## config.mk

```make
export PLATFORM = sky130hd
export DESIGN_NAME = tiled_texture_address_flat
export DESIGN_NICKNAME = d
export VERILOG_FILES = /design/src/sv/tta_pkg.sv /design/src/sv/tta_if.sv /design/src/sv/tta_front.sv /design/src/sv/tta_div_stage.sv /design/src/sv/tiled_texture_address.sv /design/src/flat_wrapper.sv
export VERILOG_INCLUDE_DIRS = /design/src /design/src/sv
export SDC_FILE = /design/constraint.sdc
export NUM_CORES = 1
export LEC_CHECK = 0
export BUFFER_PORTS_ARGS = -buffer_cell sky130_fd_sc_hd__buf_2
export CORE_ASPECT_RATIO = 2
export CORE_MARGIN = 1.5
export CORE_UTILIZATION = 50
export DETAILED_ROUTE_END_ITERATION = 7
export GPL_TIMING_DRIVEN = 0
export PLACE_DENSITY = 0.69
export SYNTH_ARGS = -nofsm -noshare
export SYNTH_HDL_FRONTEND = slang
export SYNTH_SLANG_ARGS = --single-unit
```

## constraint.sdc

```tcl
create_clock -name clk -period 21.1 [get_ports clk]
set_clock_uncertainty 0.05 [all_clocks]
set_input_delay 4.22 -clock clk [delete_from_list [all_inputs] [get_ports clk]]
set_output_delay 4.22 -clock clk [all_outputs]
set_load 0.02 [all_outputs]
```

## src/sv/tiled_texture_address_macros.svh

```systemverilog
// ----------------------------------------------------------------------------
// tiled_texture_address_macros
// Assertion macros for the tiled texture address generator.
// ----------------------------------------------------------------------------
`ifndef TILED_TEXTURE_ADDRESS_MACROS_SVH
`define TILED_TEXTURE_ADDRESS_MACROS_SVH

`ifndef SYNTHESIS

`define TTA_ASSERT(lbl, prop) \
	lbl: assert property (@(posedge clk) disable iff (!arst_n) (prop)) \
		else $error("tiled_texture_address: assertion failed");

`define TTA_ASSERT_NEXT(lbl, pre, post) \
	lbl: assert property (@(posedge clk) disable iff (!arst_n) (pre) |=> (post)) \
		else $error("tiled_texture_address: assertion failed");

`else

`define TTA_ASSERT(lbl, prop)

`define TTA_ASSERT_NEXT(lbl, pre, post)

`endif

`endif

```

## src/sv/tta_pkg.sv

```systemverilog
// ----------------------------------------------------------------------------
// tta_pkg
// Widths, register indexes and shared types of the tiled texture address
// generator.
// ----------------------------------------------------------------------------
package tta_pkg;

	localparam int OFFSET_W = 26;
	localparam int COL_W    = 13;
	localparam int ROW_W    = 14;
	localparam int CFG_W    = 14;
	localparam int LOG_W    = 3;
	localparam int CFG_IDX_W = 1;

	// macro-tile index width and divider split
	localparam int OM_W       = 16;
	localparam int DIV_STEPS  = 4;
	localparam int DIV_STAGES = OM_W / DIV_STEPS;

	localparam int MAX_WIDTH_BLOCKS_DEF = 8192;

	localparam logic [CFG_IDX_W-1:0] REG_WIDTH = 1'b0;
	localparam logic [CFG_IDX_W-1:0] REG_TEXEL = 1'b1;

	localparam logic [CFG_W-1:0] WIDTH_RESET = 14'd32;
	localparam logic [LOG_W-1:0] LOG_RESET   = 3'd2;
	localparam logic [LOG_W-1:0] LOG_MAX     = 3'd4;

	// low fields of the result, carried alongside the divider
	typedef struct packed {
		logic [1:0] tx;
		logic [2:0] microx;
		logic [1:0] ty;
		logic [2:0] ylow;
	} tta_side_t;

endpackage

```

## src/sv/tta_if.sv

```systemverilog
// ----------------------------------------------------------------------------
// tta_if
// Request and result channels of the tiled texture address generator.
// ----------------------------------------------------------------------------
interface tta_req_if import tta_pkg::*; ();
	logic                valid;
	logic                ready;
	logic [OFFSET_W-1:0] block_offset;

	modport source (output valid, output block_offset, input ready);
	modport sink (input valid, input block_offset, output ready);
endinterface

interface tta_res_if import tta_pkg::*; ();
	logic             valid;
	logic             ready;
	logic [COL_W-1:0] col;
	logic [ROW_W-1:0] row;

	modport source (output valid, output col, output row, input ready);
	modport sink (input valid, input col, input row, output ready);
endinterface

```

## src/sv/tta_front.sv

```systemverilog
// ----------------------------------------------------------------------------
// tta_front
// First stage: bit shuffle of the block offset into the macro-tile index
// and the low column and row fields.
// ----------------------------------------------------------------------------
module tta_front import tta_pkg::*; (
	input  logic                clk,
	input  logic                arst_n,
	input  logic                in_valid,
	output logic                in_ready,
	input  logic [OFFSET_W-1:0] block_offset,
	input  logic [LOG_W-1:0]    lg,
	output logic                valid_s1,
	input  logic                out_ready,
	output logic [OM_W-1:0]     om_s1,
	output tta_side_t           side_s1
);

	localparam int OB_W = OFFSET_W + 4;
	localparam int OT_W = OB_W - 3;

	logic [OB_W-1:0] ob;
	logic [OT_W-1:0] ot;
	logic [OT_W-1:0] om_sh;
	logic [OT_W-1:0] t_sh;
	logic            tbit;
	logic [6:0]      v7;
	logic [6:0]      v_sh;
	logic [10:0]     ymask;
	logic [9:0]      u;
	logic [9:0]      u_sh;
	logic [OM_W-1:0] om;
	tta_side_t       side;

	always_comb begin
		ob    = OB_W'(block_offset) << lg;
		ot    = {ob[OB_W-1:12], ob[10:8], ob[5:0]};
		om_sh = ot >> ({1'b0, lg} + 4'd7);
		om    = om_sh[OM_W-1:0];
		t_sh  = ot >> ({1'b0, lg} + 4'd6);
		tbit  = t_sh[0];
		v7    = {ot[7:5], ot[3:0]};
		v_sh  = v7 >> lg;
		ymask = ((11'd64 << lg) - 11'd1) & ~11'd31;
		u     = (ot[9:0] & ymask[9:0]) | {5'b0, ot[3:0], 1'b0};
		u_sh  = u >> ({1'b0, lg} + 4'd3);
		side.tx     = {tbit, 1'b0} + ob[7:6];
		side.microx = v_sh[2:0];
		side.ty     = {ob[11], tbit};
		side.ylow   = {u_sh[2:1], ot[4]};
	end

	assign in_ready = !valid_s1 || out_ready;

	always_ff @(posedge clk or negedge arst_n) begin
		if (!arst_n) begin
			valid_s1 <= 1'b0;
		end else if (in_ready) begin
			valid_s1 <= in_valid;
		end
	end

	always_ff @(posedge clk) begin
		if (in_ready && in_valid) begin
			om_s1   <= om;
			side_s1 <= side;
		end
	end

endmodule

```

## src/sv/tta_div_stage.sv

```systemverilog
// ----------------------------------------------------------------------------
// tta_div_stage
// One stage of the restoring divider: STEPS quotient bits per stage,
// remainder and quotient shift together, the quotient's top bit entering the remainder.
// ----------------------------------------------------------------------------
module tta_div_stage import tta_pkg::*; #(
	parameter int DW    = 9,
	parameter int STEPS = DIV_STEPS
) (
	input  logic            clk,
	input  logic            arst_n,
	input  logic            in_valid,
	output logic            in_ready,
	input  logic [DW-1:0]   divisor,
	input  logic [DW-1:0]   rem_in,
	input  logic [OM_W-1:0] nq_in,
	input  tta_side_t       side_in,
	output logic            valid_s,
	input  logic            out_ready,
	output logic [DW-1:0]   rem_s,
	output logic [OM_W-1:0] nq_s,
	output tta_side_t       side_s
);

	logic [DW-1:0]   r;
	logic [OM_W-1:0] n;
	logic [DW:0]     t;

	always_comb begin
		r = rem_in;
		n = nq_in;
		t = '0;
		for (int i = 0; i < STEPS; i++) begin
			t = {r, n[OM_W-1]};
			n = n << 1;
			if (t >= {1'b0, divisor}) begin
				t    = t - {1'b0, divisor};
				n[0] = 1'b1;
			end
			r = t[DW-1:0];
		end
	end

	assign in_ready = !valid_s || out_ready;

	always_ff @(posedge clk or negedge arst_n) begin
		if (!arst_n) begin
			valid_s <= 1'b0;
		end else if (in_ready) begin
			valid_s <= in_valid;
		end
	end

	always_ff @(posedge clk) begin
		if (in_ready && in_valid) begin
			rem_s  <= r;
			nq_s   <= n;
			side_s <= side_in;
		end
	end

endmodule

```

## src/sv/tiled_texture_address.sv

```systemverilog
// ----------------------------------------------------------------------------
// tiled_texture_address
// Detiling address generator: linear block offset of a 2D tiled surface in,
// block column and row out.
//
//   channel  dir  payload
//   req      in   block_offset[25:0]
//   res      out  col[12:0], row[13:0]
//   cfg      in   cfg_we, cfg_idx, cfg_wdata[13:0] (write only)
//
// One request per cycle unless held by backpressure; the front stage feeds the DIV_STAGES
// stages of the pipelined divider splitting the macro-tile index by the row pitch.
// Each stage holds under backpressure and fills bubbles independently.
// arst_n clears valid bits and loads width 32, 4-byte blocks.
// ----------------------------------------------------------------------------
module tiled_texture_address import tta_pkg::*; #(
	parameter int MAX_WIDTH_BLOCKS = MAX_WIDTH_BLOCKS_DEF
) (
	input  logic                 clk,
	input  logic                 arst_n,
	tta_req_if.sink              req,
	tta_res_if.source            res,
	input  logic                 cfg_we,
	input  logic [CFG_IDX_W-1:0] cfg_idx,
	input  logic [CFG_W-1:0]     cfg_wdata
);

	`include "tiled_texture_address_macros.svh"

	localparam int MPR_MAX = MAX_WIDTH_BLOCKS / 32;
	localparam int DW      = $clog2(MPR_MAX + 1);
	localparam int WC_W    = CFG_W + 1;

	// macro tiles per row from a raw width
	function automatic logic [DW-1:0] mpr_of(input logic [CFG_W-1:0] w);
		logic [WC_W-1:0] wc;
		logic [WC_W-1:0] sum;
		wc = {1'b0, w};
		if (wc == '0) begin
			wc = WC_W'(1);
		end
		if (wc > WC_W'(MAX_WIDTH_BLOCKS)) begin
			wc = WC_W'(MAX_WIDTH_BLOCKS);
		end
		sum = wc + WC_W'(31);
		return DW'(sum >> 5);
	endfunction

	logic [DW-1:0]    mpr_q;
	logic [LOG_W-1:0] lg_q;

	always_ff @(posedge clk or negedge arst_n) begin
		if (!arst_n) begin
			mpr_q <= mpr_of(WIDTH_RESET);
			lg_q  <= LOG_RESET;
		end else if (cfg_we) begin
			unique case (cfg_idx)
				REG_WIDTH: begin
					mpr_q <= mpr_of(cfg_wdata);
				end
				REG_TEXEL: begin
					lg_q <= (cfg_wdata[LOG_W-1:0] > LOG_MAX) ? LOG_MAX
						: cfg_wdata[LOG_W-1:0];
				end
				default: begin
				end
			endcase
		end
	end

	logic            valid_w [0:DIV_STAGES];
	logic            ready_w [0:DIV_STAGES];
	logic [DW-1:0]   rem_w   [0:DIV_STAGES];
	logic [OM_W-1:0] nq_w    [0:DIV_STAGES];
	tta_side_t       side_w  [0:DIV_STAGES];

	tta_front u_front (
		.clk          (clk),
		.arst_n       (arst_n),
		.in_valid     (req.valid),
		.in_ready     (req.ready),
		.block_offset (req.block_offset),
		.lg           (lg_q),
		.valid_s1     (valid_w[0]),
		.out_ready    (ready_w[0]),
		.om_s1        (nq_w[0]),
		.side_s1      (side_w[0])
	);

	assign rem_w[0] = '0;

	for (genvar g = 0; g < DIV_STAGES; g++) begin : g_div
		tta_div_stage #(
			.DW    (DW),
			.STEPS (DIV_STEPS)
		) u_stage (
			.clk       (clk),
			.arst_n    (arst_n),
			.in_valid  (valid_w[g]),
			.in_ready  (ready_w[g]),
			.divisor   (mpr_q),
			.rem_in    (rem_w[g]),
			.nq_in     (nq_w[g]),
			.side_in   (side_w[g]),
			.valid_s   (valid_w[g+1]),
			.out_ready (ready_w[g+1]),
			.rem_s     (rem_w[g+1]),
			.nq_s      (nq_w[g+1]),
			.side_s    (side_w[g+1])
		);
	end

	assign ready_w[DIV_STAGES] = res.ready;
	assign res.valid = valid_w[DIV_STAGES];
	assign res.col = COL_W'({rem_w[DIV_STAGES], side_w[DIV_STAGES].tx,
		side_w[DIV_STAGES].microx});
	assign res.row = ROW_W'({nq_w[DIV_STAGES], side_w[DIV_STAGES].ty,
		side_w[DIV_STAGES].ylow});

	`TTA_ASSERT(a_mpr_nonzero, mpr_q != '0)
	`TTA_ASSERT_NEXT(a_width_zero, cfg_we && cfg_idx == REG_WIDTH && cfg_wdata == '0, mpr_q == DW'(1))
	`TTA_ASSERT_NEXT(a_log_sat, cfg_we && cfg_idx == REG_TEXEL && cfg_wdata[LOG_W-1:0] > LOG_MAX, lg_q == LOG_MAX)

endmodule
```

## src/flat_wrapper.sv

```systemverilog
// flat-port wrapper written by rule: the top's interface ports become plain ports
module tiled_texture_address_flat import tta_pkg::*;
#(
	parameter int MAX_WIDTH_BLOCKS = MAX_WIDTH_BLOCKS_DEF
)
  (clk, arst_n, cfg_we, cfg_idx, cfg_wdata, req_valid, req_block_offset, req_ready, res_valid, res_col, res_row, res_ready);
  tta_req_if req_i ();
  tta_res_if res_i ();
  input  logic clk;
  input  logic arst_n;
  input  logic cfg_we;
  input  logic [CFG_IDX_W-1:0] cfg_idx;
  input  logic [CFG_W-1:0] cfg_wdata;
  input wire logic [$bits(req_i.valid)-1:0] req_valid;
  input wire logic [$bits(req_i.block_offset)-1:0] req_block_offset;
  output wire logic [$bits(req_i.ready)-1:0] req_ready;
  output wire logic [$bits(res_i.valid)-1:0] res_valid;
  output wire logic [$bits(res_i.col)-1:0] res_col;
  output wire logic [$bits(res_i.row)-1:0] res_row;
  input wire logic [$bits(res_i.ready)-1:0] res_ready;
  assign req_i.valid = req_valid;
  assign req_i.block_offset = req_block_offset;
  assign req_ready = req_i.ready;
  assign res_valid = res_i.valid;
  assign res_col = res_i.col;
  assign res_row = res_i.row;
  assign res_i.ready = res_ready;
  tiled_texture_address #(.MAX_WIDTH_BLOCKS(MAX_WIDTH_BLOCKS)) u_core (.clk(clk), .arst_n(arst_n), .req(req_i), .res(res_i), .cfg_we(cfg_we), .cfg_idx(cfg_idx), .cfg_wdata(cfg_wdata));
endmodule
```

==> summary.log <==
[clock_tree] cell chosen for the clock root sky130_fd_sc_hd__clkbuf_16
[placed_design] number of port buffers 70
[grt] antenna violations before repair 0
[sta] total of endpoints with negative setup slack in the final report 0
[floorplan] overall die height 231.7 µm
[finish] Filler Cells Inserted 2237
[run_status] status completed
[route] total length of routed wires 31.59 mm
[worst_setup_path] worst path required time 21250 ps
[finish] number of nets in the finished design 1583
[yosys] post-synthesis average cell area 10.11 µm²
[clock_tree] post-cts resize count 0
[worst_setup_path] critical path capture point type flop
[sta] highest achievable clock rate 90.06 MHz
[worst_setup_path] startpoint-to-endpoint class of the critical path flop to flop
[route] 1st-iter DRT viols 512
[yosys] number of distinct standard cells referenced by the synthesized netlist 77
[sta] final hold violation count 0
[worst_setup_path] count of buffer and inverter cells on the critical path 3
[route] vias per cell 5.941
[clock_tree] clock-pin slew on the worst setup and hold paths 70 ps
[worst_setup_path] cell family contributing the most delay on the critical path compound AO/OA/AOI/OAI gates
[floorplan] Rows 83
[route] number of detailed-routing iterations run before antenna repair 5
[yosys] sequential area share after synthesis 35.42%
[floorplan] Top Ports 75
[clock_tree] number of clock buffers inserted by TritonCTS 17
[clock_tree] Longest Clk Path Bufs 2
[yosys] synthesized flop and latch total 157
[grt] aggregate global routing overflow 0
[placed_design] routability congestion estimate 0.9545
[grt] gr usage total 23.82%
[yosys] cell types occupying the most area after synthesis sky130_fd_sc_hd__edfxtp_1 (32%), sky130_fd_sc_hd__ha_1 (13%), sky130_fd_sc_hd__mux2_2 (5.6%)
[grt] largest net degree at the start of global routing 32
[sta] share of the clock period used by the worst path after layout 52.62%
[grt] global-route wire length before repair 50.85 mm
[clock_tree] post-CTS setup buffers 0
[clock_tree] TritonCTS sink count 157
[yosys] commonest register cell after synthesis sky130_fd_sc_hd__edfxtp_1
[finish] Synth-to-Final Area Change 10.68%
[clock_tree] Clock H-tree levels 4
[yosys] post-synthesis async set-or-reset flop share 10.83%
[sta] final period demand of the worst path 11100 ps
[finish] fraction of final layout cells with drive strength greater than 1 14.32%
[finish] area used by sequential logic in the layout 0.004632 mm²
[route] DRC violation count after routing 0
[worst_setup_path] delay of the slowest critical-path stage 800 ps
[floorplan] Die Footprint 0.02719 mm²
[grt] number of global-route vias before repair 10.69k
[sta] transition at the pin with the smallest max-transition slack 1297 ps
[floorplan] placeable core region 0.02565 mm²
[worst_setup_path] cell occurring most often along the worst timing path sky130_fd_sc_hd__a21oi_1
[sta] worst slew margin relative to its limit 13.53%
[sta] TNS Setup 0 ps
[worst_setup_path] slowest cell on the critical path sky130_fd_sc_hd__a2111oi_4
[route] vias 10.32k
[clock_tree] CTS hold repair buffers 0
[placed_design] placed wire-length estimate 24.54 mm
[yosys] cell type with the largest total area after synthesis sky130_fd_sc_hd__edfxtp_1
[sta] RSZ-0062 raised after global routing no
[yosys] net count of the mapped netlist 1493
[route] ANT nets after route 0
[yosys] number of instances in the synthesized netlist 1294
[finish] area of the multi-input gates 0.007998 mm²
[run] Maximum Capacitance Violations 0
[hold_path] Tightest Hold Check Type flop to flop
[worst_setup_path] largest driver fanout on the critical path 27
[yosys] Yosys top cell area share 32.15%
[yosys] number of enable flip-flop cells after synthesis 140
[finish] number of diodes added for antenna fixing 0
[clock_tree] TritonCTS clock tree yes
[yosys] summed instance area of the synthesized netlist 0.01308 mm²
[clock_tree] source-to-sink clock delay at the later pin of the worst-skew pair 450 ps
[worst_setup_path] Arr. time, crit path 11250 ps
[route] average wire per standard cell 18.18 µm
[floorplan] die span in x 117.4 µm
[sta] final-report max-slew violation count 0
[worst_setup_path] category of the worst setup path launch point flop
[yosys] count of synthesis-stage warnings from yosys 0
[floorplan] initial standard-cell utilization of the core 50.98%
metal layers:
metal,track usage [%],routed length (µm),vias to the layer above
li1,-,-,5005
met1,21.43,10810,4919
met2,47.32,17700,280
met3,3.389,868,116
met4,17.40,2212,0
met5,0,0,-
logic make-up (layout without fill, tap and decap cells):
logic type,count (synthesis),in the layout,share of synthesized area [%]
fa+ha+maj,153,153,15.50
compound gates,329,329,16.68
simple gates,309,309,11.52
xor+xnor,99,99,6.630
mux,128,128,10.80
buf+inv,119,222,3.454
flops,157,157,35.42
cell usage in the layout (no fill, tap or decap), drive strengths merged, types with 5 or more instances in the layout:
| master | count |
|---|---|
| a211oi | 11 |
| a21boi | 6 |
| a21o | 46 |
| a21oi | 95 |
| a221oi | 6 |
| a31oi | 11 |
| and2 | 8 |
| and3 | 5 |
| and4 | 6 |
| buf | 78 |
| clkbuf | 46 |
| clkinv | 7 |
| dfrtp | 15 |
| edfxtp | 140 |
| fa | 15 |
| ha | 138 |
| inv | 89 |
| mux2 | 72 |
| mux2i | 53 |
| nand2 | 72 |
| nand2b | 20 |
| nand3 | 17 |
| nand4 | 21 |
| nor2 | 90 |
| nor2b | 19 |
| nor3 | 24 |
| o211ai | 7 |
| o21a | 13 |
| o21ai | 68 |
| o21bai | 11 |
| o22ai | 9 |
| o31ai | 6 |
| or2 | 9 |
| or3 | 6 |
| xnor2 | 57 |
| xor2 | 42 |
final cells by class:
class,instances,area share (%)
Clock buffer,17,2.939
Tap cell,340,2.939
Clock inverter,15,1.219
Multi-Input combinational cell,1018,55.26
Sequential cell,157,32.00
Buffer,36,0.9682
Inverter,83,2.152
Timing Repair Buffer,71,2.524
state kept, by name, indices dropped and copies added, names as in the netlist:
signal / cells
u_core.u_front.om_s1: 16
u_core.g_div.u_stage.side_s: 40
u_core.g_div.u_stage.nq_s: 39
u_core.u_front.valid_s1: 1
u_core.u_front.side_s1: 10
u_core.lg_q: 3
u_core.mpr_q: 9
u_core.g_div.u_stage.rem_s: 35
u_core.g_div.u_stage.valid_s: 4
synth_stat cells, types with 7 or more instances:
cell                       instances
sky130_fd_sc_hd__inv_1            81
sky130_fd_sc_hd__a211oi_1          9
sky130_fd_sc_hd__xnor2_1          57
sky130_fd_sc_hd__mux2i_1          52
sky130_fd_sc_hd__or2_2             9
sky130_fd_sc_hd__clkbuf_1         29
sky130_fd_sc_hd__edfxtp_1        140
sky130_fd_sc_hd__o22ai_1           9
sky130_fd_sc_hd__o21ai_0          64
sky130_fd_sc_hd__nor3_1           24
sky130_fd_sc_hd__nor2b_1          19
sky130_fd_sc_hd__mux2_1            7
sky130_fd_sc_hd__a21oi_1          94
sky130_fd_sc_hd__xor2_1           42
sky130_fd_sc_hd__nand4_1          21
sky130_fd_sc_hd__o21a_1           13
sky130_fd_sc_hd__nand3_1          17
sky130_fd_sc_hd__ha_1            138
sky130_fd_sc_hd__fa_1             15
sky130_fd_sc_hd__a21o_1           46
sky130_fd_sc_hd__a31oi_1          11
sky130_fd_sc_hd__o21bai_1         11
sky130_fd_sc_hd__and2_1            7
sky130_fd_sc_hd__o211ai_1          7
sky130_fd_sc_hd__nor2_1           89
sky130_fd_sc_hd__dfrtp_1          15
sky130_fd_sc_hd__mux2_2           65
sky130_fd_sc_hd__nand2b_1         20
sky130_fd_sc_hd__nand2_1          72
path summary, 6_finish.rpt:
check / start / endpoint / slack (ps) / cells past startpoint
setup / recovery: u_core.mpr_q[1] / u_core.g_div[1].u_stage.rem_s[3] / 10000 / 30
hold / removal: u_core.u_front.om_s1[2] / u_core.g_div[0].u_stage.nq_s[6] / 360 / 0
setup reg to reg: u_core.mpr_q[1] / u_core.g_div[1].u_stage.rem_s[3] / 10000 / 30
hold reg to reg: u_core.u_front.om_s1[2] / u_core.g_div[0].u_stage.nq_s[6] / 360 / 0
max in group asynchronous: arst_n / u_core.mpr_q[0] / 17010 / 1
min in group asynchronous: arst_n / u_core.lg_q[2] / 3650 / 1
through the flow:
stage	worst slack, ps	hold WS, ps	area (µm²)	cells	utilization [%]
6_report	9997	360.9	14470	1737	56.43
5_1_grt	9177	364.5	14470	1737	56.43
4_1_cts	9981	360.4	14470	1737	56.42
3_5_place_dp	10000	354.5	13870	1705	54.08
3_3_place_gp	9695	351.6	13850	1704	54.01
2_1_floorplan	11880	350.3	13080	1294	-
Power is left out: the tool's default activity adds up to more than one toggle a clock period on the data nets, which glitch-free logic cannot reach.
